--- src/rtl/core/sid_pkg.sv ---
`timescale 1ns / 1ps

package sid_pkg;

   localparam int NUM_W   = 64;   // width of the input number port
   localparam int CAP_W   = 7;    // width of the capacity register
   localparam int LEN_W   = 5;    // width of the text length field
   localparam int CHAR_W  = 8;    // width of one ASCII character

   localparam logic [CAP_W-1:0]  CAP_RESET  = 7'd32;
   localparam logic [CHAR_W-1:0] CHAR_ZERO  = 8'h30;
   localparam logic [CHAR_W-1:0] CHAR_MINUS = 8'h2D;
   localparam logic [CHAR_W-1:0] CHAR_NONE  = 8'h00;

   typedef enum logic [2:0] {
      ST_IDLE,
      ST_CONVERT,
      ST_SCAN,
      ST_EMIT
   } state_type;

endpackage

--- src/rtl/core/sid_dabble.sv ---
`timescale 1ns / 1ps

// One shift-add-3 step: correct every BCD digit, then shift in one binary bit.
module sid_dabble #(
   parameter int DIGITS = 19
) (
   input  logic [4*DIGITS-1:0] bcd_cur,
   input  logic                shift_bit,
   output logic [4*DIGITS-1:0] bcd_next
);

   logic [4*DIGITS-1:0] bcd_adj;

   always_comb begin
      for (int d = 0; d < DIGITS; d++) begin
         if (bcd_cur[4*d +: 4] >= 4'd5) begin
            bcd_adj[4*d +: 4] = bcd_cur[4*d +: 4] + 4'd3;
         end else begin
            bcd_adj[4*d +: 4] = bcd_cur[4*d +: 4];
         end
      end
   end

   assign bcd_next = {bcd_adj[4*DIGITS-2:0], shift_bit};

endmodule

--- src/rtl/core/signed_int_to_decimal_ascii.sv ---
`timescale 1ns / 1ps

// Signed integer to decimal ASCII text. Each accepted req beat carries one two's
// complement number (low VALUE_BITS bits used, bit VALUE_BITS-1 is the sign); the
// block answers with one rsp beat per character, most significant first: a '-'
// for negative values, then the digits without leading zeros ("0" for zero), the
// final beat flagged by rsp_last_char and every beat carrying the total length.
// If the length is not below the capacity register (csr_write_data, reset 32),
// a single beat with rsp_fitted low, length 0 and character 0 is sent instead.
// Timing: one item at a time; req_stall is high from acceptance until the last
// character has been loaded into the output register. A conversion shifts the
// magnitude through the single shift-add-3 step unit (one input bit per cycle),
// then scans off the leading zero digits, then emits the characters, holding
// each one in the output register while rsp is stalled.
module signed_int_to_decimal_ascii #(
   parameter int VALUE_BITS = 64
) (
   input  logic                         clock,
   input  logic                         reset,

   input  logic                         csr_write_enable,
   input  logic [sid_pkg::CAP_W-1:0]    csr_write_data,

   input  logic                         req_valid,
   output logic                         req_stall,
   input  logic signed [sid_pkg::NUM_W-1:0] req_number_in,

   output logic                         rsp_valid,
   input  logic                         rsp_stall,
   output logic [sid_pkg::CHAR_W-1:0]   rsp_text_char,
   output logic                         rsp_last_char,
   output logic [sid_pkg::LEN_W-1:0]    rsp_text_length,
   output logic                         rsp_fitted
);

   // decimal digits of the largest magnitude, 2^(VALUE_BITS-1)
   localparam int DIGITS = ((VALUE_BITS - 1) * 30103) / 100000 + 1;
   localparam int BCD_W  = 4 * DIGITS;
   localparam int CNT_W  = $clog2(VALUE_BITS + 1);
   localparam int DIG_W  = $clog2(DIGITS + 1);

   sid_pkg::state_type state_ff, state_in;

   logic [sid_pkg::CAP_W-1:0]  cap_ff;
   logic [VALUE_BITS-1:0]      mag_ff, mag_in;
   logic [BCD_W-1:0]           bcd_ff, bcd_in;
   logic [CNT_W-1:0]           count_ff, count_in;
   logic [DIG_W-1:0]           ndig_ff, ndig_in;
   logic                       neg_ff, neg_in;
   logic                       fit_ff, fit_in;
   logic [sid_pkg::LEN_W-1:0]  len_ff, len_in;

   logic                       out_valid_ff, out_valid_in;
   logic [sid_pkg::CHAR_W-1:0] out_char_ff, out_char_in;
   logic                       out_last_ff, out_last_in;
   logic [sid_pkg::LEN_W-1:0]  out_len_ff, out_len_in;
   logic                       out_fit_ff, out_fit_in;

   logic [VALUE_BITS-1:0]      x_raw;
   logic [BCD_W-1:0]           bcd_step;
   logic [3:0]                 top_digit;
   logic [sid_pkg::LEN_W-1:0]  len_calc;
   logic                       out_free;
   logic                       req_accept;

   sid_dabble #(.DIGITS(DIGITS)) u_dabble (
      .bcd_cur   (bcd_ff),
      .shift_bit (mag_ff[VALUE_BITS-1]),
      .bcd_next  (bcd_step)
   );

   assign x_raw      = req_number_in[VALUE_BITS-1:0];
   assign top_digit  = bcd_ff[BCD_W-1 -: 4];
   assign len_calc   = sid_pkg::LEN_W'(ndig_ff) + sid_pkg::LEN_W'(neg_ff);
   assign out_free   = !out_valid_ff || !rsp_stall;
   assign req_stall  = (state_ff != sid_pkg::ST_IDLE);
   assign req_accept = req_valid && !req_stall;

   // next state, sequencer data path and output register
   always_comb begin
      state_in     = state_ff;
      mag_in       = mag_ff;
      bcd_in       = bcd_ff;
      count_in     = count_ff;
      ndig_in      = ndig_ff;
      neg_in       = neg_ff;
      fit_in       = fit_ff;
      len_in       = len_ff;
      out_valid_in = out_valid_ff && rsp_stall;
      out_char_in  = out_char_ff;
      out_last_in  = out_last_ff;
      out_len_in   = out_len_ff;
      out_fit_in   = out_fit_ff;

      case (state_ff)
         sid_pkg::ST_IDLE: begin
            if (req_accept) begin
               // take the magnitude as unsigned so the most negative value survives
               neg_in   = x_raw[VALUE_BITS-1];
               mag_in   = x_raw[VALUE_BITS-1] ? (VALUE_BITS'(0) - x_raw) : x_raw;
               bcd_in   = '0;
               count_in = CNT_W'(VALUE_BITS);
               state_in = sid_pkg::ST_CONVERT;
            end
         end
         sid_pkg::ST_CONVERT: begin
            // one binary bit into the BCD register per cycle
            bcd_in   = bcd_step;
            mag_in   = {mag_ff[VALUE_BITS-2:0], 1'b0};
            count_in = count_ff - 1'b1;
            if (count_ff == CNT_W'(1)) begin
               ndig_in  = DIG_W'(DIGITS);
               state_in = sid_pkg::ST_SCAN;
            end
         end
         sid_pkg::ST_SCAN: begin
            // drop leading zeros, keeping at least one digit
            if (top_digit == 4'd0 && ndig_ff > DIG_W'(1)) begin
               bcd_in  = {bcd_ff[BCD_W-5:0], 4'd0};
               ndig_in = ndig_ff - 1'b1;
            end else begin
               len_in   = len_calc;
               fit_in   = ({{(sid_pkg::CAP_W-sid_pkg::LEN_W){1'b0}}, len_calc} < cap_ff);
               state_in = sid_pkg::ST_EMIT;
            end
         end
         sid_pkg::ST_EMIT: begin
            if (out_free) begin
               out_valid_in = 1'b1;
               if (!fit_ff) begin
                  out_char_in = sid_pkg::CHAR_NONE;
                  out_last_in = 1'b1;
                  out_len_in  = '0;
                  out_fit_in  = 1'b0;
                  state_in    = sid_pkg::ST_IDLE;
               end else if (neg_ff) begin
                  out_char_in = sid_pkg::CHAR_MINUS;
                  out_last_in = 1'b0;
                  out_len_in  = len_ff;
                  out_fit_in  = 1'b1;
                  neg_in      = 1'b0;
               end else begin
                  out_char_in = sid_pkg::CHAR_ZERO | {4'd0, top_digit};
                  out_last_in = (ndig_ff == DIG_W'(1));
                  out_len_in  = len_ff;
                  out_fit_in  = 1'b1;
                  bcd_in      = {bcd_ff[BCD_W-5:0], 4'd0};
                  ndig_in     = ndig_ff - 1'b1;
                  if (ndig_ff == DIG_W'(1)) begin
                     state_in = sid_pkg::ST_IDLE;
                  end
               end
            end
         end
         default: begin
            state_in = sid_pkg::ST_IDLE;
         end
      endcase
   end

   always_ff @(posedge clock) begin
      if (reset) begin
         state_ff     <= sid_pkg::ST_IDLE;
         cap_ff       <= sid_pkg::CAP_RESET;
         out_valid_ff <= 1'b0;
      end else begin
         state_ff     <= state_in;
         out_valid_ff <= out_valid_in;
         if (csr_write_enable) begin
            cap_ff <= csr_write_data;
         end
      end
   end

   // payload: no reset needed
   always_ff @(posedge clock) begin
      mag_ff      <= mag_in;
      bcd_ff      <= bcd_in;
      count_ff    <= count_in;
      ndig_ff     <= ndig_in;
      neg_ff      <= neg_in;
      fit_ff      <= fit_in;
      len_ff      <= len_in;
      out_char_ff <= out_char_in;
      out_last_ff <= out_last_in;
      out_len_ff  <= out_len_in;
      out_fit_ff  <= out_fit_in;
   end

   assign rsp_valid       = out_valid_ff;
   assign rsp_text_char   = out_char_ff;
   assign rsp_last_char   = out_last_ff;
   assign rsp_text_length = out_len_ff;
   assign rsp_fitted      = out_fit_ff;

`ifndef SYNTH
   // a not-fitted beat is always the lone, last beat with no length
   a_unfit_beat: assert property (@(posedge clock) disable iff (reset)
      (rsp_valid && !rsp_fitted) |-> (rsp_last_char && rsp_text_length == '0 &&
                                      rsp_text_char == sid_pkg::CHAR_NONE))
      else $error("not-fitted beat malformed");

   // a fitted beat respects the capacity; user sets it while idle, not enforced
   a_fit_length: assert property (@(posedge clock) disable iff (reset)
      (rsp_valid && rsp_fitted) |->
         (rsp_text_length != '0 &&
          {{(sid_pkg::CAP_W-sid_pkg::LEN_W){1'b0}}, rsp_text_length} < cap_ff))
      else $error("fitted beat exceeds capacity");

   // while emitting digits, at least one digit remains
   a_digits_left: assert property (@(posedge clock) disable iff (reset)
      (state_ff == sid_pkg::ST_EMIT && fit_ff && !neg_ff) |-> (ndig_ff != '0))
      else $error("digit counter underflow");

   // an accepted item starts the conversion
   a_accept_starts: assert property (@(posedge clock) disable iff (reset)
      req_accept |=> (state_ff == sid_pkg::ST_CONVERT))
      else $error("accepted item did not start conversion");
`endif

endmodule

--- config.mk ---
export PLATFORM = sky130hd
export DESIGN_NAME = signed_int_to_decimal_ascii
export DESIGN_NICKNAME = d
export VERILOG_FILES = /design/src/rtl/core/sid_pkg.sv /design/src/rtl/core/sid_dabble.sv /design/src/rtl/core/signed_int_to_decimal_ascii.sv
export SDC_FILE = /design/constraint.sdc
export NUM_CORES = 1
export LEC_CHECK = 0
export ABC_AREA = 1
export ABC_CLOCK_PERIOD_IN_PS = 7300
export BUFFER_PORTS_ARGS = -buffer_cell sky130_fd_sc_hd__buf_2
export CAP_MARGIN = 20
export CORE_ASPECT_RATIO = 0.9
export CORE_MARGIN = 1
export CORE_UTILIZATION = 40
export DETAILED_ROUTE_END_ITERATION = 10
export GPL_TIMING_DRIVEN = 0
export SKIP_LAST_GASP = 1
export SLEW_MARGIN = 20
export SYNTH_ARGS = -nofsm -noshare
export SYNTH_HDL_FRONTEND = slang
export SYNTH_HIERARCHICAL = 1
export SYNTH_SLANG_ARGS = --single-unit
--- constraint.sdc ---
create_clock -name clock -period 7.3 [get_ports clock]
set_clock_uncertainty 0.15 [all_clocks]
set_input_delay 0.365 -clock clock [delete_from_list [all_inputs] [get_ports clock]]
set_output_delay 0.365 -clock clock [all_outputs]
set_load 0.02 [all_outputs]
==> results summary <==
The clock tree synthesis step divided the H-tree into 4 levels. edfxtp_1 takes more of the synthesized area than any other cell. The data arrival time of the critical path is 3.26 ns.

The number of pins exceeding their max-slew limit in the final report is 0. The maximum buffer depth of the clock tree is 2. The worst relative slew slack is 0.301. The worst hold path belongs to the class primary input to register. In this run, the number of DRC markers left after iteration 0 of detailed routing was 1147. For this run, the number of Yosys warnings is 6.

The number of instances in the synthesized netlist came out at 1663. The number of setup violations in the final report came out at 0. The global-route wire length before repair is 55.3 mm. Summed over all nets, the half-perimeter wirelength after detailed placement is 25.4 mm. The number of fill cells is 3044. The total overflow reported by the global router is 0. The height of the die is 169 um. The leakage power total is 5.92 nW.

The fraction of final layout cells with drive strength greater than 1 is 0.115. The run finished with clean final reports. The weighted congestion at the end of routability-driven global placement came out at 0.940.

The sum of internal, switching and leakage power came out at 5.52 mW. The synthesized design contains 172 enable-type register cells. Setup repair after global routing left no endpoint under its margin.

The iteration count of the initial detailed-routing pass is 5. The mean routed wirelength per cell is 15.6 um. After the last flow step, the layout net total stands at 1909. The via total after detailed routing is 11.3k. The distinct cell type count after synthesis is 41. The number of max-cap violations came out at 0. The number of diodes added for antenna fixing is 0. The synthesized area per cell is 7.45 um^2. The count of final hold-check violations came out at 0. The number of antenna violations at the first check in global routing came out at 0.

The critical path ends at mag_ff[44]. Entering global routing, the biggest net connects 53 pins. The clock latency reported for the late side of the worst-skew pair came out at 0.44 ns. The worst setup path is captured at a register. STA classifies the critical path startpoint as a register.

Summed over all failing endpoints, the final setup total negative slack is 0 ns. From synthesis to final layout, the design area changed by 13.7%. Dividing the detail-routed via count by the number of cells gives 5.16. The share of synthesized area in the top cell type comes to 0.417. The CTS buffer count is 17. The starting utilization of the core area came out at 0.410. Clock-pin slew was measured on the worst setup and hold paths at 0.07 ns. The maximum fanout count along the critical path came out at 52. Once layout is done, the placed cells without fillers occupy 14100 um^2. The count of input and output buffers came out at 90. The cell area that synthesis handed to floorplanning was 12400 um^2. The cell sitting at the root of the clock tree is a clkbuf_16. The floorplan die area came out at 31700 um^2.

The cell area after placement is 13500 um^2. The startpoint identified for the worst register-to-register timing path is state_ff[1]. The required time of the critical path is 7.26 ns. The total of flip-flops plus latches after synthesis is 182. After detailed routing, the total wire length is 34.3 mm. The largest vdd supply drop is 0.212 mV. The standard cell core area came out at 30200 um^2.

The critical path is of the register to register type. The part of the Yosys area used for sequential elements is 0.433. The number of setup buffers added after CTS came out at 0.

For this run, the total global-route usage over all layers was measured as 0.221. For this run, design rule violations remaining after detail routing come to 0. The clock period could shrink to 3.31 ns. The post-route clock period utilization is 0.453. For this run, asynchronously set or reset flops after synthesis account for 0. The count of nets left with antenna violations once routing finished came out at 0. Derived from the worst setup path, the maximum achievable clock frequency is 302 MHz. Clock tree synthesis found a total of 182 sinks. The number of core rows is 60. The endpoint identified for the worst register-to-register timing path is mag_ff[44].

The boundary pin count came out at 93. For the pin with the worst max-slew slack, the measured transition is 1.05 ns. The worst-case register-to-register setup slack is 3.99 ns. TritonCTS built the clock tree.

Sorting the synthesized cells by area gives the leading types as edfxtp_1 (42%), nand2_1 (17%), nor2_1 (5.8%). For this run, the leading register cell type out of synthesis is edfxtp_1. The number of global-route vias before repair came out at 10.6k. The worst-case reg-to-reg path depth is 9. The die boundary width came out at 187 um.

The critical path startpoint is state_ff[1]. The power per cell area is 392 nW/um^2.
==> worst min path at each step <==
| stage | startpoint | cells past startpoint | slack [ns] | end |
|---|---|---|---|---|
| 4_1_cts | csr_write_enable | 3 | 0.02 | cap_ff[5] |
| 6_report | csr_write_enable | 3 | 0.03 | cap_ff[5] |
| 3_3_place_gp | cap_ff[5] | 2 | 0.30 | cap_ff[5] |
| 2_1_floorplan | cap_ff[5] | 2 | 0.28 | cap_ff[5] |
| 3_5_place_dp | cap_ff[3] | 2 | 0.31 | cap_ff[3] |
| 5_1_grt | csr_write_enable | 3 | 0.03 | cap_ff[5] |
==> per-stage QoR <==
stage               hold slack [ns]  utilization  instances  setup WS [ns]
global placement              0.295        0.442       2157         -0.153
CTS                          0.0161        0.467       2195           3.93
floorplan                     0.280            -       1664           2.03
global route                 0.0333        0.467       2195           3.74
detailed placement            0.309        0.446       2161           3.97
finish                       0.0256        0.467       2195           3.99
==> metal layers <==
metal  GRT usage  up-vias  part of all wire
met1       0.310     5242              0.48
met3      0.0394       33             0.060
met2       0.355      363              0.45
met5           0        -                 0
met4      0.0516        0             0.013
li1            -     5692                 -
==> critical path: stages (launching register included) <==
cell	delay, ns
dfxtp_1	0.33
clkbuf_1	0.14
buf_2	0.24
inv_1	0.13
ha_1	0.15
buf_2	0.23
clkbuf_1	0.41
clkbuf_1	0.46
o21a_4	0.39
buf_16	0.31
==> sequential cells by signal (all words and copies together), names as in the netlist <==
name and cells:
bcd_ff 76, cap_ff 7, count_ff 7, fit_ff 1
len_ff 5, mag_ff 64, ndig_ff 5, neg_ff 1
rsp_fitted 1, rsp_last_char 1, rsp_text_char 6, rsp_text_length 5
rsp_valid 1, state_ff 2
==> layout by cell type (no fill, tap or decap), drive strengths merged, types with 43 or more instances in the layout <==
master	instances
a21oi	133
buf	120
clkbuf	43
edfxtp	172
ha	53
inv	174
nand2	562
nand3	96
nor2	210
o21ai	121
==> Yosys cell counts, types with 9 or more instances <==
| cell type | instances |
|---|---|
| a21oi_1 | 128 |
| buf_2 | 11 |
| clkbuf_1 | 25 |
| dfxtp_1 | 10 |
| edfxtp_1 | 172 |
| ha_1 | 53 |
| inv_1 | 164 |
| nand2_1 | 555 |
| nand3_1 | 94 |
| nand3b_1 | 16 |
| nand4_1 | 23 |
| nor2_1 | 192 |
| nor2_4 | 12 |
| o21ai_0 | 93 |
| o21ai_1 | 9 |
| o21ai_2 | 19 |
| xor2_1 | 9 |
==> report_power, final <==
| group | switching [mW] | total (mW) | internal [mW] |
|---|---|---|---|
| Clock | 0.423 | 0.966 | 0.544 |
| Combinational | 1.63 | 2.39 | 0.765 |
| Sequential | 0.346 | 2.17 | 1.82 |
| Total | 2.39 | 5.52 | 3.13 |
==> cell families after synthesis <==
kind of cell	share of synthesized area
xor+xnor	0.00849
other cells	0.000303
simple gates	0.313
fa+ha+maj	0.0535
flops	0.433
compound gates	0.120
buf+inv	0.0714
==> final cells by class <==
| class | instances | area, um^2 | share of cell area |
|---|---|---|---|
| Tap cell | 403 | 504 | 0.0358 |
| Inverter | 170 | 638 | 0.0453 |
| Buffer | 51 | 246 | 0.0175 |
| Multi-Input combinational cell | 1261 | 6160 | 0.437 |
| Clock buffer | 18 | 429 | 0.0305 |
| Clock inverter | 13 | 169 | 0.0120 |
| Timing Repair Buffer | 97 | 576 | 0.0409 |
| Sequential cell | 182 | 5370 | 0.381 |
==> timing repair <==
| action | 4_1_cts | 5_1_grt |
|---|---|---|
| gates resized for setup | 0 | 0 |
| endpoints found under the hold margin | 3 | 0 |
| hold buffers | 3 | 0 |
| endpoints found under the setup margin | 0 | 0 |
No activity file was read; power rests on OpenSTA's default activity.
